**src/hdl/izh_pkg.sv**
```systemverilog
// izh_pkg: shared types, constants, microcode format and microcode ROM for the
// Izhikevich neuron step block. Used by izh_seq, izh_dp and the top level.
// No dependencies.
`timescale 1ns / 1ps
`default_nettype none

package izh_pkg;

    // widths
    localparam int QW        = 32;
    localparam int TW        = 31;
    localparam int ACC_W     = 40;
    localparam int PS_W      = 48;
    localparam int PROD_W    = 64;
    localparam int STEP_W    = 5;
    localparam int CFG_IDX_W = 3;

    // Q16.16 constants
    localparam logic signed [QW-1:0] Q_K004    = 32'sd2621;
    localparam logic signed [QW-1:0] Q_K5      = 32'sd327680;
    localparam logic signed [QW-1:0] Q_140     = 32'sd9175040;
    localparam logic signed [QW-1:0] Q_30      = 32'sd1966080;
    localparam logic signed [QW-1:0] Q_RESET_V = -32'sd4259840;
    localparam logic signed [QW-1:0] Q_RESET_U = -32'sd851968;

    // register reset values
    localparam logic signed [QW-1:0] RST_RATE  = 32'sd1311;
    localparam logic signed [QW-1:0] RST_SENS  = 32'sd13107;
    localparam logic signed [QW-1:0] RST_RST_V = -32'sd4259840;
    localparam logic signed [QW-1:0] RST_JUMP  = 32'sd524288;
    localparam logic [TW-1:0]        RST_DT    = 31'd6554;
    localparam logic [TW-1:0]        RST_RDT   = 31'd20724;
    localparam logic signed [QW-1:0] RST_DRIVE = 32'sd655360;

    // saturation bounds on the shifted product width
    localparam logic signed [PS_W-1:0] SAT_HI = {{(PS_W-QW){1'b0}}, 32'h7FFF_FFFF};
    localparam logic signed [PS_W-1:0] SAT_LO = {{(PS_W-QW){1'b1}}, 32'h8000_0000};

    // configuration register indexes
    typedef enum logic [CFG_IDX_W-1:0] {
        CFG_RATE  = 3'd0,
        CFG_SENS  = 3'd1,
        CFG_RST_V = 3'd2,
        CFG_JUMP  = 3'd3,
        CFG_DT    = 3'd4,
        CFG_RDT   = 3'd5,
        CFG_DRIVE = 3'd6
    } cfg_idx_t;

    typedef struct packed {
        logic signed [QW-1:0] rate;
        logic signed [QW-1:0] sens;
        logic signed [QW-1:0] rst_v;
        logic signed [QW-1:0] jump;
        logic [TW-1:0]        dt;
        logic [TW-1:0]        rdt;
        logic signed [QW-1:0] drive;
    } cfg_t;

    // microcode field codes
    typedef enum logic [2:0] {
        MA_NOISE = 3'd0,
        MA_V     = 3'd1,
        MA_K004  = 3'd2,
        MA_SENS  = 3'd3,
        MA_SACC  = 3'd4,
        MA_SP    = 3'd5
    } mul_a_sel_t;

    typedef enum logic [2:0] {
        MB_RDT  = 3'd0,
        MB_V    = 3'd1,
        MB_SP   = 3'd2,
        MB_K5   = 3'd3,
        MB_DT   = 3'd4,
        MB_RATE = 3'd5
    } mul_b_sel_t;

    typedef enum logic [1:0] {
        ACC_NOP  = 2'd0,
        ACC_LOAD = 2'd1,
        ACC_ADD  = 2'd2,
        ACC_SUB  = 2'd3
    } acc_op_t;

    typedef enum logic [3:0] {
        AS_DRIVE = 4'd0,
        AS_NOISE = 4'd1,
        AS_C140  = 4'd2,
        AS_PS    = 4'd3,
        AS_U     = 4'd4,
        AS_SP    = 4'd5,
        AS_T0    = 4'd6,
        AS_V     = 4'd7,
        AS_T1    = 4'd8,
        AS_NT    = 4'd9,
        AS_JUMP  = 4'd10
    } acc_src_t;

    typedef enum logic [2:0] {
        WD_NONE = 3'd0,
        WD_V    = 3'd1,
        WD_U    = 3'd2,
        WD_NT   = 3'd3,
        WD_TOT  = 3'd4,
        WD_T0   = 3'd5,
        WD_T1   = 3'd6
    } wb_dst_t;

    typedef enum logic [2:0] {
        WS_SATP    = 3'd0,
        WS_SACC    = 3'd1,
        WS_RST_V   = 3'd2,
        WS_START_V = 3'd3,
        WS_START_U = 3'd4,
        WS_ZERO    = 3'd5,
        WS_DRIVE   = 3'd6
    } wb_src_t;

    typedef enum logic [1:0] {
        SEQ_NEXT     = 2'd0,
        SEQ_END      = 2'd1,
        SEQ_END_LT30 = 2'd2
    } seq_op_t;

    // one control word
    typedef struct packed {
        logic       mul_en;
        mul_a_sel_t mul_a;
        mul_b_sel_t mul_b;
        acc_op_t    acc_op;
        acc_src_t   acc_src;
        wb_dst_t    wb_dst;
        wb_src_t    wb_src;
        logic       set_spike;
        seq_op_t    seq_op;
    } ucw_t;

    localparam ucw_t UCW_NOP = '{
        mul_en:    1'b0,
        mul_a:     MA_V,
        mul_b:     MB_V,
        acc_op:    ACC_NOP,
        acc_src:   AS_DRIVE,
        wb_dst:    WD_NONE,
        wb_src:    WS_SATP,
        set_spike: 1'b0,
        seq_op:    SEQ_NEXT
    };

    // program entry points
    localparam logic [STEP_W-1:0] TICK_ENTRY    = 5'd0;
    localparam logic [STEP_W-1:0] RESTART_ENTRY = 5'd18;

    // top to sequencer, sequencer to top and datapath to sequencer
    typedef struct packed {
        logic start;
        logic restart;
        logic out_ok;
    } seq_cmd_t;

    typedef struct packed {
        logic idle;
        logic done;
    } seq_stat_t;

    typedef struct packed {
        logic v_ge30;
    } dp_stat_t;

    // saturate a shifted product or sum to 32-bit signed
    function automatic logic signed [QW-1:0] sat32(input logic signed [PS_W-1:0] x);
        logic signed [QW-1:0] r;
        if (x > SAT_HI) begin
            r = 32'sh7FFF_FFFF;
        end else if (x < SAT_LO) begin
            r = 32'sh8000_0000;
        end else begin
            r = x[QW-1:0];
        end
        return r;
    endfunction

    // microcode ROM: tick program at TICK_ENTRY, restart program at RESTART_ENTRY
    function automatic ucw_t ucode_rom(input logic [STEP_W-1:0] addr);
        ucw_t w;
        w = UCW_NOP;
        unique case (addr)
            // noise * sqrt(dt); acc = I
            5'd0: begin
                w.mul_en = 1'b1; w.mul_a = MA_NOISE; w.mul_b = MB_RDT;
                w.acc_op = ACC_LOAD; w.acc_src = AS_DRIVE;
            end
            // noise term out; v*v; acc = I + noise
            5'd1: begin
                w.wb_dst = WD_NT; w.wb_src = WS_SATP;
                w.mul_en = 1'b1; w.mul_a = MA_V; w.mul_b = MB_V;
                w.acc_op = ACC_ADD; w.acc_src = AS_NOISE;
            end
            // total current out; 0.04 * v^2; bracket starts at 140
            5'd2: begin
                w.wb_dst = WD_TOT; w.wb_src = WS_SACC;
                w.mul_en = 1'b1; w.mul_a = MA_K004; w.mul_b = MB_SP;
                w.acc_op = ACC_LOAD; w.acc_src = AS_C140;
            end
            // 5v; add 0.04 v^2
            5'd3: begin
                w.mul_en = 1'b1; w.mul_a = MA_V; w.mul_b = MB_K5;
                w.acc_op = ACC_ADD; w.acc_src = AS_PS;
            end
            // b*v; add 5v
            5'd4: begin
                w.mul_en = 1'b1; w.mul_a = MA_SENS; w.mul_b = MB_V;
                w.acc_op = ACC_ADD; w.acc_src = AS_PS;
            end
            // keep b*v; subtract u
            5'd5: begin
                w.wb_dst = WD_T0; w.wb_src = WS_SATP;
                w.acc_op = ACC_SUB; w.acc_src = AS_U;
            end
            // add I
            5'd6: begin
                w.acc_op = ACC_ADD; w.acc_src = AS_DRIVE;
            end
            // bracket * dt; acc = b*v
            5'd7: begin
                w.mul_en = 1'b1; w.mul_a = MA_SACC; w.mul_b = MB_DT;
                w.acc_op = ACC_LOAD; w.acc_src = AS_T0;
            end
            // keep dv; acc = b*v - u
            5'd8: begin
                w.wb_dst = WD_T1; w.wb_src = WS_SATP;
                w.acc_op = ACC_SUB; w.acc_src = AS_U;
            end
            // a * diff; acc = v
            5'd9: begin
                w.mul_en = 1'b1; w.mul_a = MA_SACC; w.mul_b = MB_RATE;
                w.acc_op = ACC_LOAD; w.acc_src = AS_V;
            end
            // (a*diff) * dt; add dv
            5'd10: begin
                w.mul_en = 1'b1; w.mul_a = MA_SP; w.mul_b = MB_DT;
                w.acc_op = ACC_ADD; w.acc_src = AS_T1;
            end
            // add noise term
            5'd11: begin
                w.acc_op = ACC_ADD; w.acc_src = AS_NT;
            end
            // new v; acc = u
            5'd12: begin
                w.wb_dst = WD_V; w.wb_src = WS_SACC;
                w.acc_op = ACC_LOAD; w.acc_src = AS_U;
            end
            // add du
            5'd13: begin
                w.acc_op = ACC_ADD; w.acc_src = AS_SP;
            end
            // new u; done unless threshold reached
            5'd14: begin
                w.wb_dst = WD_U; w.wb_src = WS_SACC;
                w.seq_op = SEQ_END_LT30;
            end
            // spike: v = c; acc = u
            5'd15: begin
                w.wb_dst = WD_V; w.wb_src = WS_RST_V;
                w.acc_op = ACC_LOAD; w.acc_src = AS_U;
            end
            // add d
            5'd16: begin
                w.acc_op = ACC_ADD; w.acc_src = AS_JUMP;
            end
            // u = u + d, flag spike
            5'd17: begin
                w.wb_dst = WD_U; w.wb_src = WS_SACC;
                w.set_spike = 1'b1; w.seq_op = SEQ_END;
            end
            // restart: load v
            5'd18: begin
                w.wb_dst = WD_V; w.wb_src = WS_START_V;
            end
            // load u
            5'd19: begin
                w.wb_dst = WD_U; w.wb_src = WS_START_U;
            end
            // noise term is zero
            5'd20: begin
                w.wb_dst = WD_NT; w.wb_src = WS_ZERO;
            end
            // total current is the drive alone
            5'd21: begin
                w.wb_dst = WD_TOT; w.wb_src = WS_DRIVE;
                w.seq_op = SEQ_END;
            end
            default: begin
                w.seq_op = SEQ_END;
            end
        endcase
        return w;
    endfunction

endpackage

`default_nettype wire

```
**src/hdl/izhikevich_neuron_step_top.sv**
```systemverilog
// izhikevich_neuron_step_top: top level with handshakes, configuration
// registers, step counter and output register. Depends on izh_pkg, izh_seq, izh_dp.
`timescale 1ns / 1ps
`default_nettype none

// One Izhikevich neuron in signed Q16.16, advanced by one Euler-Maruyama step per
// tick beat (req_type 0) or reloaded by a restart beat (req_type 1). Each beat
// gives one result beat. A microcoded sequencer steps a single 32x32 multiplier
// and a 40-bit accumulator, one control word per cycle: a tick runs 15 steps, 18
// when the neuron fires, and a restart runs 4; the done state then hands the
// result to the output register once that register is free or being taken. The
// next beat is accepted as soon as the result sits in the output register, even
// if it is not yet taken. Configuration writes are taken every cycle and must
// only happen while idle.
module izhikevich_neuron_step_top
    import izh_pkg::*;
(
    input  wire logic                     aclk,
    input  wire logic                     aresetn,
    // configuration write channel
    input  wire logic                     cfg_valid,
    output logic                          cfg_ready,
    input  wire logic [CFG_IDX_W-1:0]     cfg_index,
    input  wire logic [QW-1:0]            cfg_data,
    // input channel
    input  wire logic                     s_valid,
    output logic                          s_ready,
    input  wire logic                     s_req_type,
    input  wire logic signed [QW-1:0]     s_noise_sample,
    input  wire logic signed [QW-1:0]     s_start_potential,
    input  wire logic signed [QW-1:0]     s_start_recovery,
    // result channel
    output logic                          m_valid,
    input  wire logic                     m_ready,
    output logic signed [QW-1:0]          m_potential_out,
    output logic signed [QW-1:0]          m_recovery_out,
    output logic                          m_spiked,
    output logic [QW-1:0]                 m_step_number,
    output logic signed [QW-1:0]          m_noise_term,
    output logic signed [QW-1:0]          m_total_current
);

    cfg_t       cfg_reg;
    seq_cmd_t   seq_cmd;
    seq_stat_t  seq_stat;
    dp_stat_t   dp_stat;
    ucw_t       ctrl;

    logic                 in_beat;
    logic [QW-1:0]        step_count_reg;
    logic                 restart_reg;
    logic                 m_valid_reg;
    logic signed [QW-1:0] pot_reg, rec_reg, nt_reg, tot_reg;
    logic                 spiked_reg;
    logic [QW-1:0]        step_num_reg;

    logic signed [QW-1:0] dp_v, dp_u, dp_nt, dp_tot;
    logic                 dp_spike;

    assign cfg_ready = 1'b1;
    assign s_ready   = seq_stat.idle;
    assign in_beat   = s_valid && s_ready;

    // configuration registers
    always_ff @(posedge aclk) begin
        if (!aresetn) begin
            cfg_reg.rate  <= RST_RATE;
            cfg_reg.sens  <= RST_SENS;
            cfg_reg.rst_v <= RST_RST_V;
            cfg_reg.jump  <= RST_JUMP;
            cfg_reg.dt    <= RST_DT;
            cfg_reg.rdt   <= RST_RDT;
            cfg_reg.drive <= RST_DRIVE;
        end else if (cfg_valid && cfg_ready) begin
            case (cfg_index)
                CFG_RATE:  cfg_reg.rate  <= cfg_data;
                CFG_SENS:  cfg_reg.sens  <= cfg_data;
                CFG_RST_V: cfg_reg.rst_v <= cfg_data;
                CFG_JUMP:  cfg_reg.jump  <= cfg_data;
                CFG_DT:    cfg_reg.dt    <= cfg_data[TW-1:0];
                CFG_RDT:   cfg_reg.rdt   <= cfg_data[TW-1:0];
                CFG_DRIVE: cfg_reg.drive <= cfg_data;
                default:   ;
            endcase
        end
    end

    // step counter, cleared by restart
    always_ff @(posedge aclk) begin
        if (!aresetn) begin
            step_count_reg <= '0;
            restart_reg    <= 1'b0;
        end else if (in_beat) begin
            restart_reg    <= s_req_type;
            step_count_reg <= s_req_type ? '0 : step_count_reg + 1'b1;
        end
    end

    // sequencer and datapath
    assign seq_cmd.start   = in_beat;
    assign seq_cmd.restart = s_req_type;
    assign seq_cmd.out_ok  = !m_valid_reg || m_ready;

    izh_seq u_seq (
        .aclk    (aclk),
        .aresetn (aresetn),
        .cmd     (seq_cmd),
        .dp_stat (dp_stat),
        .ctrl    (ctrl),
        .stat    (seq_stat)
    );

    izh_dp u_dp (
        .aclk       (aclk),
        .aresetn    (aresetn),
        .cfg        (cfg_reg),
        .ctrl       (ctrl),
        .in_load    (in_beat),
        .in_noise   (s_noise_sample),
        .in_start_v (s_start_potential),
        .in_start_u (s_start_recovery),
        .v_out      (dp_v),
        .u_out      (dp_u),
        .nt_out     (dp_nt),
        .tot_out    (dp_tot),
        .spike_out  (dp_spike),
        .stat       (dp_stat)
    );

    // output register
    always_ff @(posedge aclk) begin
        if (!aresetn) begin
            m_valid_reg <= 1'b0;
        end else if (seq_stat.done) begin
            m_valid_reg <= 1'b1;
        end else if (m_ready) begin
            m_valid_reg <= 1'b0;
        end
    end

    always_ff @(posedge aclk) begin
        if (seq_stat.done) begin
            pot_reg      <= dp_v;
            rec_reg      <= dp_u;
            spiked_reg   <= dp_spike;
            step_num_reg <= step_count_reg;
            nt_reg       <= dp_nt;
            tot_reg      <= dp_tot;
        end
    end

    assign m_valid         = m_valid_reg;
    assign m_potential_out = pot_reg;
    assign m_recovery_out  = rec_reg;
    assign m_spiked        = spiked_reg;
    assign m_step_number   = step_num_reg;
    assign m_noise_term    = nt_reg;
    assign m_total_current = tot_reg;

`ifndef SYNTHESIS
    // no new beat is taken while a step is in flight
    a_busy_after_accept: assert property (@(posedge aclk) disable iff (!aresetn)
        (s_valid && s_ready) |=> !s_ready)
        else $error("input beat accepted while sequencer busy");

    // a result is only handed over when the output register is free
    a_no_overwrite: assert property (@(posedge aclk) disable iff (!aresetn)
        seq_stat.done |-> (!m_valid_reg || m_ready))
        else $error("result would overwrite a pending output beat");

    // restart result carries step zero, no spike and no noise
    a_restart_result: assert property (@(posedge aclk) disable iff (!aresetn)
        (seq_stat.done && restart_reg) |=>
            ((m_step_number == '0) && !m_spiked && (m_noise_term == '0)))
        else $error("restart result fields wrong");

    // a spike leaves the potential at the reset potential
    a_spike_potential: assert property (@(posedge aclk) disable iff (!aresetn)
        seq_stat.done |=> (!m_spiked || (m_potential_out == $past(cfg_reg.rst_v))))
        else $error("spike without potential reset");
`endif

endmodule

`default_nettype wire

```
**src/hdl/izh_seq.sv**
```systemverilog
// izh_seq: microcode sequencer with step counter, ROM lookup and end-of-program
// branch on the spike threshold. Depends on izh_pkg.
`timescale 1ns / 1ps
`default_nettype none

module izh_seq
    import izh_pkg::*;
(
    input  wire logic      aclk,
    input  wire logic      aresetn,
    input  wire seq_cmd_t  cmd,
    input  wire dp_stat_t  dp_stat,
    output ucw_t           ctrl,
    output seq_stat_t      stat
);

    typedef enum logic [2:0] {
        SQ_IDLE = 3'b001,
        SQ_RUN  = 3'b010,
        SQ_DONE = 3'b100
    } sq_state_t;

    sq_state_t          state_reg, state_next;
    logic [STEP_W-1:0]  step_reg, step_next;
    ucw_t               rom_word;
    logic               finish;

    // control word fetch
    assign rom_word = ucode_rom(step_reg);
    assign ctrl     = (state_reg == SQ_RUN) ? rom_word : UCW_NOP;

    // end of program, unconditional or conditional on the threshold
    always_comb begin
        case (rom_word.seq_op)
            SEQ_END:      finish = 1'b1;
            SEQ_END_LT30: finish = !dp_stat.v_ge30;
            default:      finish = 1'b0;
        endcase
    end

    // step counter and run control
    always_comb begin
        state_next = state_reg;
        step_next  = step_reg;
        unique case (state_reg)
            SQ_IDLE: begin
                if (cmd.start) begin
                    state_next = SQ_RUN;
                    step_next  = cmd.restart ? RESTART_ENTRY : TICK_ENTRY;
                end
            end
            SQ_RUN: begin
                if (finish) begin
                    state_next = SQ_DONE;
                end else begin
                    step_next = step_reg + 1'b1;
                end
            end
            SQ_DONE: begin
                if (cmd.out_ok) begin
                    state_next = SQ_IDLE;
                end
            end
            default: begin
                state_next = SQ_IDLE;
            end
        endcase
    end

    always_ff @(posedge aclk) begin
        if (!aresetn) begin
            state_reg <= SQ_IDLE;
            step_reg  <= TICK_ENTRY;
        end else begin
            state_reg <= state_next;
            step_reg  <= step_next;
        end
    end

    // status to the top level
    assign stat.idle = (state_reg == SQ_IDLE);
    assign stat.done = (state_reg == SQ_DONE) && cmd.out_ok;

endmodule

`default_nettype wire

```
**src/hdl/izh_dp.sv**
```systemverilog
// izh_dp: datapath driven by the microcode word: one 32x32 multiplier with a
// registered product, a 40-bit accumulator and the neuron state registers.
// Depends on izh_pkg.
`timescale 1ns / 1ps
`default_nettype none

module izh_dp
    import izh_pkg::*;
(
    input  wire logic                 aclk,
    input  wire logic                 aresetn,
    input  wire cfg_t                 cfg,
    input  wire ucw_t                 ctrl,
    input  wire logic                 in_load,
    input  wire logic signed [QW-1:0] in_noise,
    input  wire logic signed [QW-1:0] in_start_v,
    input  wire logic signed [QW-1:0] in_start_u,
    output logic signed [QW-1:0]      v_out,
    output logic signed [QW-1:0]      u_out,
    output logic signed [QW-1:0]      nt_out,
    output logic signed [QW-1:0]      tot_out,
    output logic                      spike_out,
    output dp_stat_t                  stat
);

    logic signed [QW-1:0]     v_reg, u_reg, nt_reg, tot_reg, t0_reg, t1_reg;
    logic signed [QW-1:0]     noise_reg, start_v_reg, start_u_reg;
    logic                     spike_reg;
    logic signed [PROD_W-1:0] prod_reg;
    logic signed [ACC_W-1:0]  acc_reg;

    logic signed [PS_W-1:0]   ps;
    logic signed [QW-1:0]     sp, sacc;
    logic signed [QW-1:0]     mul_a, mul_b;
    logic signed [QW-1:0]     dt_s, rdt_s;
    logic signed [ACC_W-1:0]  acc_opnd;
    logic signed [QW-1:0]     wb_val;

    // product shifted down by 16 (floor) and saturated forms
    assign ps    = $signed(prod_reg[PROD_W-1:16]);
    assign sp    = sat32(ps);
    assign sacc  = sat32($signed({{(PS_W-ACC_W){acc_reg[ACC_W-1]}}, acc_reg}));
    assign dt_s  = $signed({1'b0, cfg.dt});
    assign rdt_s = $signed({1'b0, cfg.rdt});

    // multiplier operand select
    always_comb begin
        unique case (ctrl.mul_a)
            MA_NOISE: mul_a = noise_reg;
            MA_V:     mul_a = v_reg;
            MA_K004:  mul_a = Q_K004;
            MA_SENS:  mul_a = cfg.sens;
            MA_SACC:  mul_a = sacc;
            MA_SP:    mul_a = sp;
            default:  mul_a = v_reg;
        endcase
        unique case (ctrl.mul_b)
            MB_RDT:  mul_b = rdt_s;
            MB_V:    mul_b = v_reg;
            MB_SP:   mul_b = sp;
            MB_K5:   mul_b = Q_K5;
            MB_DT:   mul_b = dt_s;
            MB_RATE: mul_b = cfg.rate;
            default: mul_b = v_reg;
        endcase
    end

    // accumulator operand select
    always_comb begin
        unique case (ctrl.acc_src)
            AS_DRIVE: acc_opnd = ACC_W'(cfg.drive);
            AS_NOISE: acc_opnd = ACC_W'(noise_reg);
            AS_C140:  acc_opnd = ACC_W'(Q_140);
            AS_PS:    acc_opnd = ps[ACC_W-1:0];
            AS_U:     acc_opnd = ACC_W'(u_reg);
            AS_SP:    acc_opnd = ACC_W'(sp);
            AS_T0:    acc_opnd = ACC_W'(t0_reg);
            AS_V:     acc_opnd = ACC_W'(v_reg);
            AS_T1:    acc_opnd = ACC_W'(t1_reg);
            AS_NT:    acc_opnd = ACC_W'(nt_reg);
            AS_JUMP:  acc_opnd = ACC_W'(cfg.jump);
            default:  acc_opnd = '0;
        endcase
    end

    // write-back value select
    always_comb begin
        unique case (ctrl.wb_src)
            WS_SATP:    wb_val = sp;
            WS_SACC:    wb_val = sacc;
            WS_RST_V:   wb_val = cfg.rst_v;
            WS_START_V: wb_val = start_v_reg;
            WS_START_U: wb_val = start_u_reg;
            WS_ZERO:    wb_val = '0;
            WS_DRIVE:   wb_val = cfg.drive;
            default:    wb_val = '0;
        endcase
    end

    // multiplier, accumulator, temporaries and latched input beat
    always_ff @(posedge aclk) begin
        if (ctrl.mul_en) begin
            prod_reg <= mul_a * mul_b;
        end
        case (ctrl.acc_op)
            ACC_LOAD: acc_reg <= acc_opnd;
            ACC_ADD:  acc_reg <= acc_reg + acc_opnd;
            ACC_SUB:  acc_reg <= acc_reg - acc_opnd;
            default:  acc_reg <= acc_reg;
        endcase
        case (ctrl.wb_dst)
            WD_NT:   nt_reg  <= wb_val;
            WD_TOT:  tot_reg <= wb_val;
            WD_T0:   t0_reg  <= wb_val;
            WD_T1:   t1_reg  <= wb_val;
            default: ;
        endcase
        if (in_load) begin
            noise_reg   <= in_noise;
            start_v_reg <= in_start_v;
            start_u_reg <= in_start_u;
            spike_reg   <= 1'b0;
        end else if (ctrl.set_spike) begin
            spike_reg <= 1'b1;
        end
    end

    // neuron state
    always_ff @(posedge aclk) begin
        if (!aresetn) begin
            v_reg <= Q_RESET_V;
            u_reg <= Q_RESET_U;
        end else begin
            if (ctrl.wb_dst == WD_V) begin
                v_reg <= wb_val;
            end
            if (ctrl.wb_dst == WD_U) begin
                u_reg <= wb_val;
            end
        end
    end

    assign v_out       = v_reg;
    assign u_out       = u_reg;
    assign nt_out      = nt_reg;
    assign tot_out     = tot_reg;
    assign spike_out   = spike_reg;
    assign stat.v_ge30 = (v_reg >= Q_30);

endmodule

`default_nettype wire

```
**config.mk**
```make
export PLATFORM = sky130hd
export DESIGN_NAME = izhikevich_neuron_step_top
export DESIGN_NICKNAME = d
export VERILOG_FILES = /design/src/hdl/izh_pkg.sv /design/src/hdl/izhikevich_neuron_step_top.sv /design/src/hdl/izh_seq.sv /design/src/hdl/izh_dp.sv
export SDC_FILE = /design/constraint.sdc
export NUM_CORES = 2
export LEC_CHECK = 0
export BUFFER_PORTS_ARGS = -buffer_cell sky130_fd_sc_hd__buf_2
export CAP_MARGIN = 20
export CELL_PAD_IN_SITES_DETAIL_PLACEMENT = 1
export CELL_PAD_IN_SITES_GLOBAL_PLACEMENT = 1
export CORE_MARGIN = 2
export CORE_UTILIZATION = 35
export DETAILED_ROUTE_END_ITERATION = 12
export PLACE_DENSITY_LB_ADDON = 0.1
export SYNTH_ARGS = -nofsm -noshare
export SYNTH_HDL_FRONTEND = slang
export SYNTH_SLANG_ARGS = --single-unit
export TNS_END_PERCENT = 20
```
**constraint.sdc**
```tcl
create_clock -name aclk -period 20.3 [get_ports aclk]
set_input_delay 0 -clock aclk [delete_from_list [all_inputs] [get_ports aclk]]
set_output_delay 0 -clock aclk [all_outputs]
set_load 0.02 [all_outputs]
```
==> results.sh <==
export IMPL_grt_setup_unrepaired="false"
export IMPL_cts_root_buf="sky130_fd_sc_hd__clkbuf_16"
export IMPL_ys_async_sr_fraction_pct=0
export IMPL_crit_path_frequent_cell="sky130_fd_sc_hd__fa_1"
export IMPL_grt_pass1_wl_mm=483
export IMPL_setup_viol=0
export IMPL_avgRoutedWirePerCell_um=32.2
export IMPL_synth_seq_area_share_pct=28.9
export IMPL_cts_repair_resized=0
export IMPL_global_route_usage_met3_pct=5.11
export IMPL_grt_use_met2_pct=52.4
export IMPL_synth_cells=7454
export IMPL_finalClockSkew_ps=88.1
export IMPL_synth_warning_count=0
export IMPL_number_of_drc_markers_after_the_initial_detailed_route_iteration=5471
export IMPL_count_of_buffer_and_inverter_cells_on_the_critical_path=8
export IMPL_cts_sinks=801
export IMPL_die_area_um2=209000
export IMPL_critPathRequiredTime_ps=20800
export IMPL_critPathMaxStageDelay_ps=930
export IMPL_antenna_found_initial=24
export IMPL_yosysUniqueCellTypes=108
export IMPL_finish_net_count=9308
export IMPL_fmax_mhz=74.2
export IMPL_grtUsageMet1_pct=41.5
export IMPL_cts_htree_levels=3
export IMPL_placed_area_um2=77500
export IMPL_remaining_drc_errors=0
export IMPL_synth_mux_area_share_pct=0.938
export IMPL_clock_path_buffers=3
export IMPL_outcome="completed"
export IMPL_initial_core_util_pct=35.2
export IMPL_die_height_um=457
export IMPL_top_usage_layer="met2"
export IMPL_grt_total_usage_pct=32.5
export IMPL_count_of_boundary_i_o_pins=301
export IMPL_grt_max_degree=97
export IMPL_layout_cells_most_common_list="sky130_fd_sc_hd__nand2_1, sky130_fd_sc_hd__fa_1, sky130_fd_sc_hd__inv_1"
export IMPL_num_vias=60100
export IMPL_place_port_buffers=299
export IMPL_finalCoreUtilization_pct=40.6
export IMPL_total_standard_cell_area_after_synthesis_um2=71900
export IMPL_cp_end_kind="flip-flop"
export IMPL_largest_register_ff_count=222
export IMPL_final_period_utilization_pct=66.4
export IMPL_tritoncts="yes"
export IMPL_floorplan_core_area_um2=204000
export IMPL_via_count_of_the_first_global_routing_pass=63600
export IMPL_critical_path_peak_fanout=44
export IMPL_timing_setup_critical_path_class="flip-flop to flip-flop"
export IMPL_clock_transition_at_the_registers_of_the_reported_paths_ps=60
export IMPL_fraction_of_layout_instances_using_a_drive_strength_above_1_pct=11.0
export IMPL_dieWidth_um=457
export IMPL_cts_buffers=89
export IMPL_ys_flop_type="sky130_fd_sc_hd__edfxtp_1"
export IMPL_syn_mean_instance_area_um2=9.64
export IMPL_timing_final_max_slew_violations=0
export IMPL_antenna_left=0
export IMPL_synth_top_family_by_area="adder cells"
export IMPL_clk_latency_ps=780
export IMPL_synth_simple_gate_area_share_pct=15.0
export IMPL_setup_tns_final_ps=0
export IMPL_place_detailed_hpwl_mm=256
export IMPL_final_period_minus_worst_setup_slack_ps=13480
export IMPL_crit_path_start_kind="flip-flop"
export IMPL_crit_slowest_cell="sky130_fd_sc_hd__dfxtp_1"
export IMPL_yosys_register_bits=801
export IMPL_synth_compound_area_share_pct=11.2
export IMPL_gp_routability_congestion=0.983
export IMPL_first_pass_iters=6
export IMPL_filler_cell_count_in_the_final_layout=23100
export IMPL_tightestPinTransition_ps=1470
export IMPL_rows=166
export IMPL_max_cap_violations=0
export IMPL_slew_headroom_pct=1.67
export IMPL_worst_endpoint_arrival_ps=13980
export IMPL_globalRouteOverflowTotal=0
export IMPL_hold_violations=0
export IMPL_synth_adder_area_share_pct=34.1
export IMPL_xor_and_xnor_fraction_of_the_mapped_netlist_area_pct=1.85
export IMPL_relative_area_change_from_synthesis_to_final_layout_pct=15.4
export IMPL_critical_path_top_delay_family="adder cells"
export IMPL_vias_per_cell=5.65
export IMPL_synth_nets=8899
export IMPL_count_of_flip_flops_with_a_built_in_enable_after_synthesis=473
export IMPL_layout_cell_area_non_filler_um2=82900
export IMPL_hold_class="input pin to flip-flop"
export IMPL_drt_wl_total_mm=342
export IMPL_leading_cell_type_in_the_layout_fill_and_taps_excluded="sky130_fd_sc_hd__nand2_1"
-- Yosys cell counts (all sizes together), types with 16 or more instances --
cell type  number  area (um2)
a221o          51         510
xor2           78         683
and2           33         206
nand4          52         332
xnor2          71         622
o221ai         35         313
edfxtp        473       14200
nor3           71         397
o2111ai        29         260
nor3b          36         270
o211ai         35         263
a21o           73         548
nor2          763        2860
a21oi         237        1190
a22oi          26         195
nor4           16         134
ha            226        2830
inv          1082        4060
fa           1082       21700
nand3         175         881
nand2        1161        4360
mux2           35         394
a222oi         27         270
clkbuf        377        1420
dfxtp         328        6570
o21a           28         210
a21boi        183        1390
a211o          22         193
buf            56         285
nand2b         48         300
a221oi         43         394
mux2i          28         280
and3           64         400
a31oi          19         119
o21ai         124         628
or3            24         155
nor2b          29         181
a211oi         39         308
-- final timing paths --
path	start	end	slack [ps]	depth (start not counted)
worst max-delay path	u_seq.step_reg[3]	u_dp.prod_reg[63]	6820	37
worst min-delay path	s_start_recovery[8]	u_dp.start_u_reg[8]	30	2
worst max register to register	u_seq.step_reg[3]	u_dp.prod_reg[63]	6820	37
worst min register to register	u_dp.tot_out[15]	m_total_current[15]	390	0
-- cell type report --
type	count	area (um2)	share of cell area, %
multi-input combinational	5136	46100	55.7
sequential	801	20800	25.1
timing repair buffer	751	5550	6.69
inverter	1084	4070	4.91
tap	2688	3360	4.06
clock buffer	115	2410	2.90
clock inverter	51	581	0.700
antenna	11	27.5	0.0332
-- cell families (layout without fill, tap and decap cells) --
logic type      after synthesis  after routing
simple gates               2514           2514
compound gates             1100           1100
buf+inv                    1517           2001
mux                          63             63
flops                       801            801
xor+xnor                    150            150
fa+ha+maj                  1308           1308
other cells                   1             12
-- metrics by stage --
stage	hold slack, ps	std cells	worst slack [ps]
final	28.0	10600	6820
after global routing	33.9	10600	6160
after CTS	4.08	10600	6920
after detailed placement	179	10200	6910
after global placement	178	10200	7140
after floorplan	98.9	7454	9720
-- what timing repair did --
action	in CTS	in global routing
endpoints found under the hold margin	332	0
setup buffers	0	0
hold buffers	235	0
-- per-layer routing --
metal,wire length [um],part of all wire [%],vias to the layer above
li1,-,-,25000
met1,139000,40,31900
met2,158000,46,2455
met3,22900,6.7,733
met4,22800,6.7,10
met5,62,0.018,-
Power is not shown: default switching activity piles up to over one toggle a cycle in this logic, so the estimate is an artifact.
